==> src/hw/rtl/utf8_to_ucs2_stream_decoder_assert.svh <==
// ----------------------------------------------------------------------------
// UTF-8 to UCS-2 decoder assertion macros
// Clocked implication checks with reset qualification, shared by the RTL.
// ----------------------------------------------------------------------------
`ifndef UTF8_TO_UCS2_STREAM_DECODER_ASSERT_SVH
`define UTF8_TO_UCS2_STREAM_DECODER_ASSERT_SVH

// Same-cycle implication, disabled while reset is asserted.
`define U8U2_ASSERT_NOW(label, clk, rst_n, ante, cons, msg) \
    label: assert property (@(posedge clk) disable iff (!(rst_n)) (ante) |-> (cons)) \
        else $error(msg);

// Next-cycle implication, disabled while reset is asserted.
`define U8U2_ASSERT_NEXT(label, clk, rst_n, ante, cons, msg) \
    label: assert property (@(posedge clk) disable iff (!(rst_n)) (ante) |=> (cons)) \
        else $error(msg);

`endif

==> src/hw/rtl/u8u2_pkg.sv <==
// ----------------------------------------------------------------------------
// UTF-8 to UCS-2 decoder package
// Byte masks, lead patterns, sequence lengths and shared structs.
// ----------------------------------------------------------------------------
`default_nettype none

package u8u2_pkg;

    // Sequence lengths reported with each character
    localparam logic [1:0] LEN_NONE = 2'd0;
    localparam logic [1:0] LEN_ONE  = 2'd1;
    localparam logic [1:0] LEN_TWO  = 2'd2;
    localparam logic [1:0] LEN_MAX  = 2'd3;

    // Byte class patterns, compared on the top bits
    localparam logic [1:0] CONT_TAG  = 2'b10;  // 10xxxxxx
    localparam logic [2:0] LEAD2_TAG = 3'b110; // 110xxxxx
    localparam logic [3:0] LEAD3_TAG = 4'b1110; // 1110xxxx

    // Bytes seen in the current string, saturating
    localparam logic [1:0] SEEN_MAX = 2'd3;

    typedef struct packed {
        logic [7:0] prev_byte;
        logic [7:0] prev_prev_byte;
        logic [1:0] seen_count;
    } t_hist;

    typedef struct packed {
        logic        valid;
        logic [15:0] code_unit;
        logic [1:0]  bytes_used;
    } t_result;

endpackage

`default_nettype wire

==> src/hw/rtl/u8u2_if.sv <==
// ----------------------------------------------------------------------------
// UTF-8 to UCS-2 decoder stream interfaces
// Valid/ready channels for raw bytes in and decoded characters out.
// ----------------------------------------------------------------------------
`default_nettype none

interface u8u2_byte_if;
    logic       valid;
    logic       ready;
    logic [7:0] in_byte;
    logic       start_of_string;

    modport source (output valid, output in_byte, output start_of_string, input ready);
    modport sink   (input valid, input in_byte, input start_of_string, output ready);
endinterface

interface u8u2_char_if;
    logic        valid;
    logic        ready;
    logic [15:0] code_unit;
    logic [1:0]  bytes_used;

    modport source (output valid, output code_unit, output bytes_used, input ready);
    modport sink   (input valid, input code_unit, input bytes_used, output ready);
endinterface

`default_nettype wire

==> src/hw/rtl/u8u2_decode.sv <==
// ----------------------------------------------------------------------------
// UTF-8 to UCS-2 byte decoder
// Classifies one byte against the two-byte history and builds the character.
// ----------------------------------------------------------------------------
`default_nettype none

module u8u2_decode (
    input  wire logic [7:0]     i_byte,
    input  wire logic           i_sos,
    input  wire u8u2_pkg::t_hist i_hist,
    output u8u2_pkg::t_hist     o_hist,
    output u8u2_pkg::t_result   o_result
);

    logic [7:0] w_b1;
    logic [7:0] w_b2;
    logic [1:0] w_seen;
    logic [1:0] w_seen_n;

    // Clear history when a new string begins
    always_comb begin
        w_b1     = i_sos ? 8'h00 : i_hist.prev_byte;
        w_b2     = i_sos ? 8'h00 : i_hist.prev_prev_byte;
        w_seen   = i_sos ? 2'd0  : i_hist.seen_count;
        w_seen_n = (w_seen == u8u2_pkg::SEEN_MAX) ? u8u2_pkg::SEEN_MAX : w_seen + 2'd1;
    end

    always_comb begin
        o_result.valid      = 1'b0;
        o_result.code_unit  = 16'h0000;
        o_result.bytes_used = u8u2_pkg::LEN_NONE;
        priority if (!i_byte[7]) begin
            o_result.valid      = 1'b1;
            o_result.code_unit  = {8'h00, i_byte};
            o_result.bytes_used = u8u2_pkg::LEN_ONE;
        end else if (i_byte[7:6] == u8u2_pkg::CONT_TAG && w_seen_n >= u8u2_pkg::LEN_TWO) begin
            priority if (w_b1[7:5] == u8u2_pkg::LEAD2_TAG) begin
                o_result.valid      = 1'b1;
                o_result.code_unit  = {5'b00000, w_b1[4:0], i_byte[5:0]};
                o_result.bytes_used = u8u2_pkg::LEN_TWO;
            end else if (w_b1[7:6] == u8u2_pkg::CONT_TAG
                         && w_seen_n == u8u2_pkg::SEEN_MAX
                         && w_b2[7:4] == u8u2_pkg::LEAD3_TAG) begin
                o_result.valid      = 1'b1;
                o_result.code_unit  = {w_b2[3:0], w_b1[5:0], i_byte[5:0]};
                o_result.bytes_used = u8u2_pkg::LEN_MAX;
            end else begin
                o_result.valid = 1'b0;
            end
        end else begin
            o_result.valid = 1'b0;
        end
    end

    // Shift the newest byte into the history on every byte
    always_comb begin
        o_hist.prev_byte      = i_byte;
        o_hist.prev_prev_byte = w_b1;
        o_hist.seen_count     = w_seen_n;
    end

endmodule

`default_nettype wire

==> src/hw/rtl/utf8_to_ucs2_stream_decoder.sv <==
// ----------------------------------------------------------------------------
// UTF-8 to UCS-2 stream decoder
// Turns a UTF-8 byte stream into 16-bit basic-plane characters.
// ----------------------------------------------------------------------------
// Takes one UTF-8 byte per beat on i_byte_ch and delivers one 16-bit
// character on o_char_ch whenever the byte completes a one-, two- or
// three-byte sequence, together with the sequence length. Stray leads,
// stray continuation bytes, malformed three-byte leads and four-byte
// sequences produce no beat. Setting start_of_string on a byte clears the
// two-byte history and the byte count before that byte is decoded. The
// block sustains one byte per cycle while the sink keeps up: a byte is
// registered on entry, decoded against the history in one short
// combinational step, and the character lands in the result register,
// from which it is offered on o_char_ch until the sink takes it.
// The result register is the only stall point; while it holds a character
// that the sink has not taken, one more byte can wait in the input register.
// ----------------------------------------------------------------------------
`default_nettype none

`include "utf8_to_ucs2_stream_decoder_assert.svh"

module utf8_to_ucs2_stream_decoder (
    input  wire logic   i_clk,
    input  wire logic   i_rst_n,
    u8u2_byte_if.sink   i_byte_ch,
    u8u2_char_if.source o_char_ch
);

    // Input register
    logic       r_in_valid;
    logic [7:0] r_in_byte;
    logic       r_in_sos;

    // Decode history
    u8u2_pkg::t_hist r_hist;
    u8u2_pkg::t_hist n_hist;

    // Result register
    logic        r_out_valid;
    logic [15:0] r_out_code;
    logic [1:0]  r_out_len;

    u8u2_pkg::t_result w_res;
    logic              w_adv;

    // Advance the held byte when the result register is free or draining
    assign w_adv           = r_in_valid && (!r_out_valid || o_char_ch.ready);
    assign i_byte_ch.ready = !r_in_valid || w_adv;

    always_ff @(posedge i_clk) begin
        if (!i_rst_n) begin
            r_in_valid <= 1'b0;
        end else if (i_byte_ch.ready) begin
            r_in_valid <= i_byte_ch.valid;
        end
    end

    always_ff @(posedge i_clk) begin
        if (i_byte_ch.valid && i_byte_ch.ready) begin
            r_in_byte <= i_byte_ch.in_byte;
            r_in_sos  <= i_byte_ch.start_of_string;
        end
    end

    u8u2_decode u_decode (
        .i_byte   (r_in_byte),
        .i_sos    (r_in_sos),
        .i_hist   (r_hist),
        .o_hist   (n_hist),
        .o_result (w_res)
    );

    // Update history on every decoded byte, whether it emits or not
    always_ff @(posedge i_clk) begin
        if (!i_rst_n) begin
            r_hist <= '0;
        end else if (w_adv) begin
            r_hist <= n_hist;
        end
    end

    // Load a character, drop the slot once the sink takes it
    always_ff @(posedge i_clk) begin
        if (!i_rst_n) begin
            r_out_valid <= 1'b0;
        end else if (w_adv) begin
            r_out_valid <= w_res.valid;
        end else if (o_char_ch.ready) begin
            r_out_valid <= 1'b0;
        end
    end

    always_ff @(posedge i_clk) begin
        if (w_adv && w_res.valid) begin
            r_out_code <= w_res.code_unit;
            r_out_len  <= w_res.bytes_used;
        end
    end

    assign o_char_ch.valid      = r_out_valid;
    assign o_char_ch.code_unit  = r_out_code;
    assign o_char_ch.bytes_used = r_out_len;

    // ------------------------------------------------------------------------
    // Assertions
    // ------------------------------------------------------------------------
    `U8U2_ASSERT_NEXT(a_seen_nonzero, i_clk, i_rst_n,
        w_adv, r_hist.seen_count != 2'd0,
        "byte count zero after a decoded byte")
    `U8U2_ASSERT_NOW(a_len_nonzero, i_clk, i_rst_n,
        r_out_valid, r_out_len != u8u2_pkg::LEN_NONE,
        "character beat with zero length")
    `U8U2_ASSERT_NOW(a_three_needs_count, i_clk, i_rst_n,
        w_adv && w_res.valid && w_res.bytes_used == u8u2_pkg::LEN_MAX,
        n_hist.seen_count == u8u2_pkg::SEEN_MAX,
        "three-byte character before three bytes seen")
    `U8U2_ASSERT_NOW(a_stall_blocks_input, i_clk, i_rst_n,
        r_in_valid && !w_adv, !i_byte_ch.ready,
        "byte taken while input register is stalled")
    `U8U2_ASSERT_NOW(a_ascii_range, i_clk, i_rst_n,
        r_out_valid && r_out_len == u8u2_pkg::LEN_ONE, r_out_code[15:7] == 9'd0,
        "one-byte character above 0x7f")

endmodule

`default_nettype wire

==> src/flat_wrapper.sv <==
// flat-port wrapper written by rule: the top's interface ports become plain ports
module utf8_to_ucs2_stream_decoder_flat 
  (i_clk, i_rst_n, i_byte_ch_valid, i_byte_ch_in_byte, i_byte_ch_start_of_string, i_byte_ch_ready, o_char_ch_valid, o_char_ch_code_unit, o_char_ch_bytes_used, o_char_ch_ready);
  u8u2_byte_if i_byte_ch_i ();
  u8u2_char_if o_char_ch_i ();
  input  wire logic i_clk;
  input  wire logic i_rst_n;
  input wire logic [$bits(i_byte_ch_i.valid)-1:0] i_byte_ch_valid;
  input wire logic [$bits(i_byte_ch_i.in_byte)-1:0] i_byte_ch_in_byte;
  input wire logic [$bits(i_byte_ch_i.start_of_string)-1:0] i_byte_ch_start_of_string;
  output wire logic [$bits(i_byte_ch_i.ready)-1:0] i_byte_ch_ready;
  output wire logic [$bits(o_char_ch_i.valid)-1:0] o_char_ch_valid;
  output wire logic [$bits(o_char_ch_i.code_unit)-1:0] o_char_ch_code_unit;
  output wire logic [$bits(o_char_ch_i.bytes_used)-1:0] o_char_ch_bytes_used;
  input wire logic [$bits(o_char_ch_i.ready)-1:0] o_char_ch_ready;
  assign i_byte_ch_i.valid = i_byte_ch_valid;
  assign i_byte_ch_i.in_byte = i_byte_ch_in_byte;
  assign i_byte_ch_i.start_of_string = i_byte_ch_start_of_string;
  assign i_byte_ch_ready = i_byte_ch_i.ready;
  assign o_char_ch_valid = o_char_ch_i.valid;
  assign o_char_ch_code_unit = o_char_ch_i.code_unit;
  assign o_char_ch_bytes_used = o_char_ch_i.bytes_used;
  assign o_char_ch_i.ready = o_char_ch_ready;
  utf8_to_ucs2_stream_decoder u_core (.i_clk(i_clk), .i_rst_n(i_rst_n), .i_byte_ch(i_byte_ch_i), .o_char_ch(o_char_ch_i));
endmodule
==> config.mk <==
export PLATFORM = sky130hd
export DESIGN_NAME = utf8_to_ucs2_stream_decoder_flat
export DESIGN_NICKNAME = d
export VERILOG_FILES = /design/src/hw/rtl/u8u2_pkg.sv /design/src/hw/rtl/u8u2_if.sv /design/src/hw/rtl/u8u2_decode.sv /design/src/hw/rtl/utf8_to_ucs2_stream_decoder.sv /design/src/flat_wrapper.sv
export VERILOG_INCLUDE_DIRS = /design/src /design/src/hw/rtl
export SDC_FILE = /design/constraint.sdc
export NUM_CORES = 1
export LEC_CHECK = 0
export BUFFER_PORTS_ARGS = -buffer_cell sky130_fd_sc_hd__buf_2
export CAP_MARGIN = 20
export CORE_UTILIZATION = 37
export DETAILED_ROUTE_END_ITERATION = 8
export PLACE_DENSITY = 0.62
export RECOVER_POWER = 25
export SYNTH_ARGS = -nofsm -noshare
export SYNTH_HDL_FRONTEND = slang
export SYNTH_SLANG_ARGS = --single-unit
==> constraint.sdc <==
create_clock -name i_clk -period 2.21 [get_ports i_clk]
set_input_delay 0.3315 -clock i_clk [delete_from_list [all_inputs] [get_ports i_clk]]
set_output_delay 0.3315 -clock i_clk [all_outputs]
set_load 0.02 [all_outputs]
==> reports/metrics.cfg <==
[cts]
holdBufCountCts = 0
numCtsBuffers = 5
postCtsResizedCells = 0
root_buffer = clkbuf_8
clk_latency_ns = 0.30
htreeDepth = 2
clockBufferDepth = 2
cts_setup_buffers = 0
clkTransAtPathRegs_ns = 0.08
clock_sinks = 47
cts_tree = built

[drt]
vias = 1352
routedWlPerCell_um = 14.79
drt_wl_total_um = 3861
drc = 0
via_per_inst = 5.180
drtIter0Drc = 95
firstDrtPassIters = 4
ant_nets = 0

[worst_setup_path]
cp_num_buf_inv = 1
worst-setup-path-type = flip-flop to output port
startpoint_type = flip-flop
crit_fanout = 5
cp-end-kind = output port
cp.required_ns = 1.88
cp_slowest_cell = nor2b_1
cp_slowest_stage_delay_ns = 0.46
crit_arrival_ns = 1.42
path_cells = nor2b_1 > nand2_1 > buf_2
cpLargestDelayFamily = simple AND/OR/NAND/NOR gates

[synthesis]
synth-seq-cells = 47
syn_area_um2 = 1908
synth-edff-count = 27
synthCells = 158
ys_types = 32
yosysWarningCount = 0
synthArstFlopShare = 0
syn_avg_cell_area_um2 = 12.08
synth_seq_area_share = 0.6348
synth_nets = 171
ys.flop_type = edfxtp_1

[sta]
tightestPinTransition_ns = 0.7277
final-hold-violation-count = 0
fin_skew_ns = 0.007671
final.min_clock_period_ns = 1.751
rsz0062_at_grt = no
drv_slew = 0
fmax_ghz = 0.5711
slew_headroom = 0.5148
timing.setup.tns_ns = 0
finalSetupViolations = 0
post-route-period-util = 0.7924

[grt]
grt_pass1_wl_um = 6389
grt_pass1_vias = 1297
antenna_found_initial = 0
grtUsageTotal = 0.1617
grt-ovfl-total = 0
grt_max_degree = 24

[layout]
antennaDiodeCount = 0
final_cell_area_um2 = 2256
drive_gt1_frac = 0.2216
layout_commonest_cell = edfxtp_1
syn_to_final_growth_pct = 18.23
fin_nets = 206
final_cell_mix = edfxtp_1, dfxtp_1, a21oi_1

[floorplanning]
num_rows = 25
die_w_um = 73.81
initial_utilization = 0.3935
die-area_um2 = 5448
core-area_um2 = 4848
num_io_pins = 33
dieHeight_um = 73.81

[power_and_ir_drop]
ir_drop_v = 0.0003100
cellPowerDensity_nw_per_um2 = 741.6
p_leak_nw = 0.7562

[place]
io_buffers = 32
gp_congestion = 0.8228
placedInstanceArea_um2 = 2167
dpl.hpwl_um = 2713

[run]
maxCapViolCount = 0

[status]
run_status = completed

[min_path]
hp-class = input port to flip-flop

==> per-layer routing <==
metal  vias to the layer above  global-route usage  share of wire
met3                         8             0.04801          0.045
li1                        657                   -              -
met4                         0             0.07479          0.021
met5                         -                   0              0
met2                        42              0.2436           0.47
met1                       645              0.2137           0.46
==> per-stage QoR <==
step | setup slack, ns | utilization | hold WS (ns) | instances | total power [W]
floorplan | 0.1874 | - | 0.4304 | 158 | 0.001051
global placement | 0.5316 | 0.4470 | 0.4581 | 253 | 0.001086
global route | 0.3411 | 0.4653 | 0.1882 | 261 | 0.001740
finish | 0.4589 | 0.4653 | 0.2055 | 261 | 0.001673
detailed placement | 0.4805 | 0.4470 | 0.4732 | 253 | 0.001090
CTS | 0.4376 | 0.4689 | 0.1944 | 261 | 0.001688
==> cell families after synthesis <==
kind of cell | Yosys count | share of synthesized area
AND/OR/NAND/NOR | 50 | 0.1915
flip-flops | 47 | 0.6348
AO/OA/AOI/OAI | 43 | 0.1377
buffers and inverters | 18 | 0.03606
==> synthesized netlist by cell type, types with 2 or more instances <==
cell type	number	area [um2]
edfxtp_1	27	810.8
dfxtp_1	20	400.4
a21oi_1	19	95.09
o21ai_0	16	80.08
nor3b_1	10	75.07
clkbuf_1	9	33.78
nand3_1	9	45.04
nor2_1	8	30.03
inv_1	7	26.28
nand4b_1	7	61.31
and4bb_4	2	32.53
nand2_1	2	7.510
nor3b_2	2	25.02
o32ai_1	2	17.52
==> power breakdown <==
part	switching [W]	total (W)	internal, W
combinational	0.0000610	0.000100	0.0000392
clock	0.000266	0.000604	0.000338
sequential	0.0000196	0.000968	0.000949
total	0.000347	0.00167	0.00133
==> final timing paths <==
path              cells past startpoint                           startpoint  slack [ns]                                           end
setup / recovery                      3  u_core.o_char_ch.valid$_SDFFE_PN0P_        0.46                               i_byte_ch_ready
hold / removal                        1            i_byte_ch_start_of_string        0.21                     u_core.r_in_sos$_DFFE_PP_
setup reg to reg                      4            u_core.r_in_sos$_DFFE_PP_        0.46  u_core.o_char_ch.code_unit[11]$_SDFFCE_PP0P_
hold reg to reg                       2        u_core.r_hist[7]$_SDFFE_PN0P_        0.48                 u_core.r_hist[7]$_SDFFE_PN0P_
==> worst reg2reg max path, stage by stage (launching register included) <==
cell and delay, ns:
edfxtp_1 0.42, buf_4 0.20, o31a_2 0.41, nor4_4 0.17
buf_4 0.25
==> registers in the layout (all words and copies together) (netlist names) <==
| signal | count |
|---|---|
| u_core.r_in_valid | 1 |
| u_core.r_in_sos | 1 |
| u_core.o_char_ch.code_unit | 16 |
| u_core.o_char_ch.bytes_used | 2 |
| u_core.o_char_ch.valid | 1 |
| u_core.r_in_byte | 8 |
| u_core.r_hist | 18 |
==> cell type report <==
cell class / instances / area, um2
Fill cell: 451 / 2592
Sequential cell: 47 / 1211
Multi-Input combinational cell: 93 / 636.9
Timing Repair Buffer: 38 / 187.7
Tap cell: 67 / 83.83
Clock buffer: 7 / 76.32
Clock inverter: 1 / 30.03
Inverter: 8 / 30.03
Note: power is estimated with default switching activity, not from simulation.
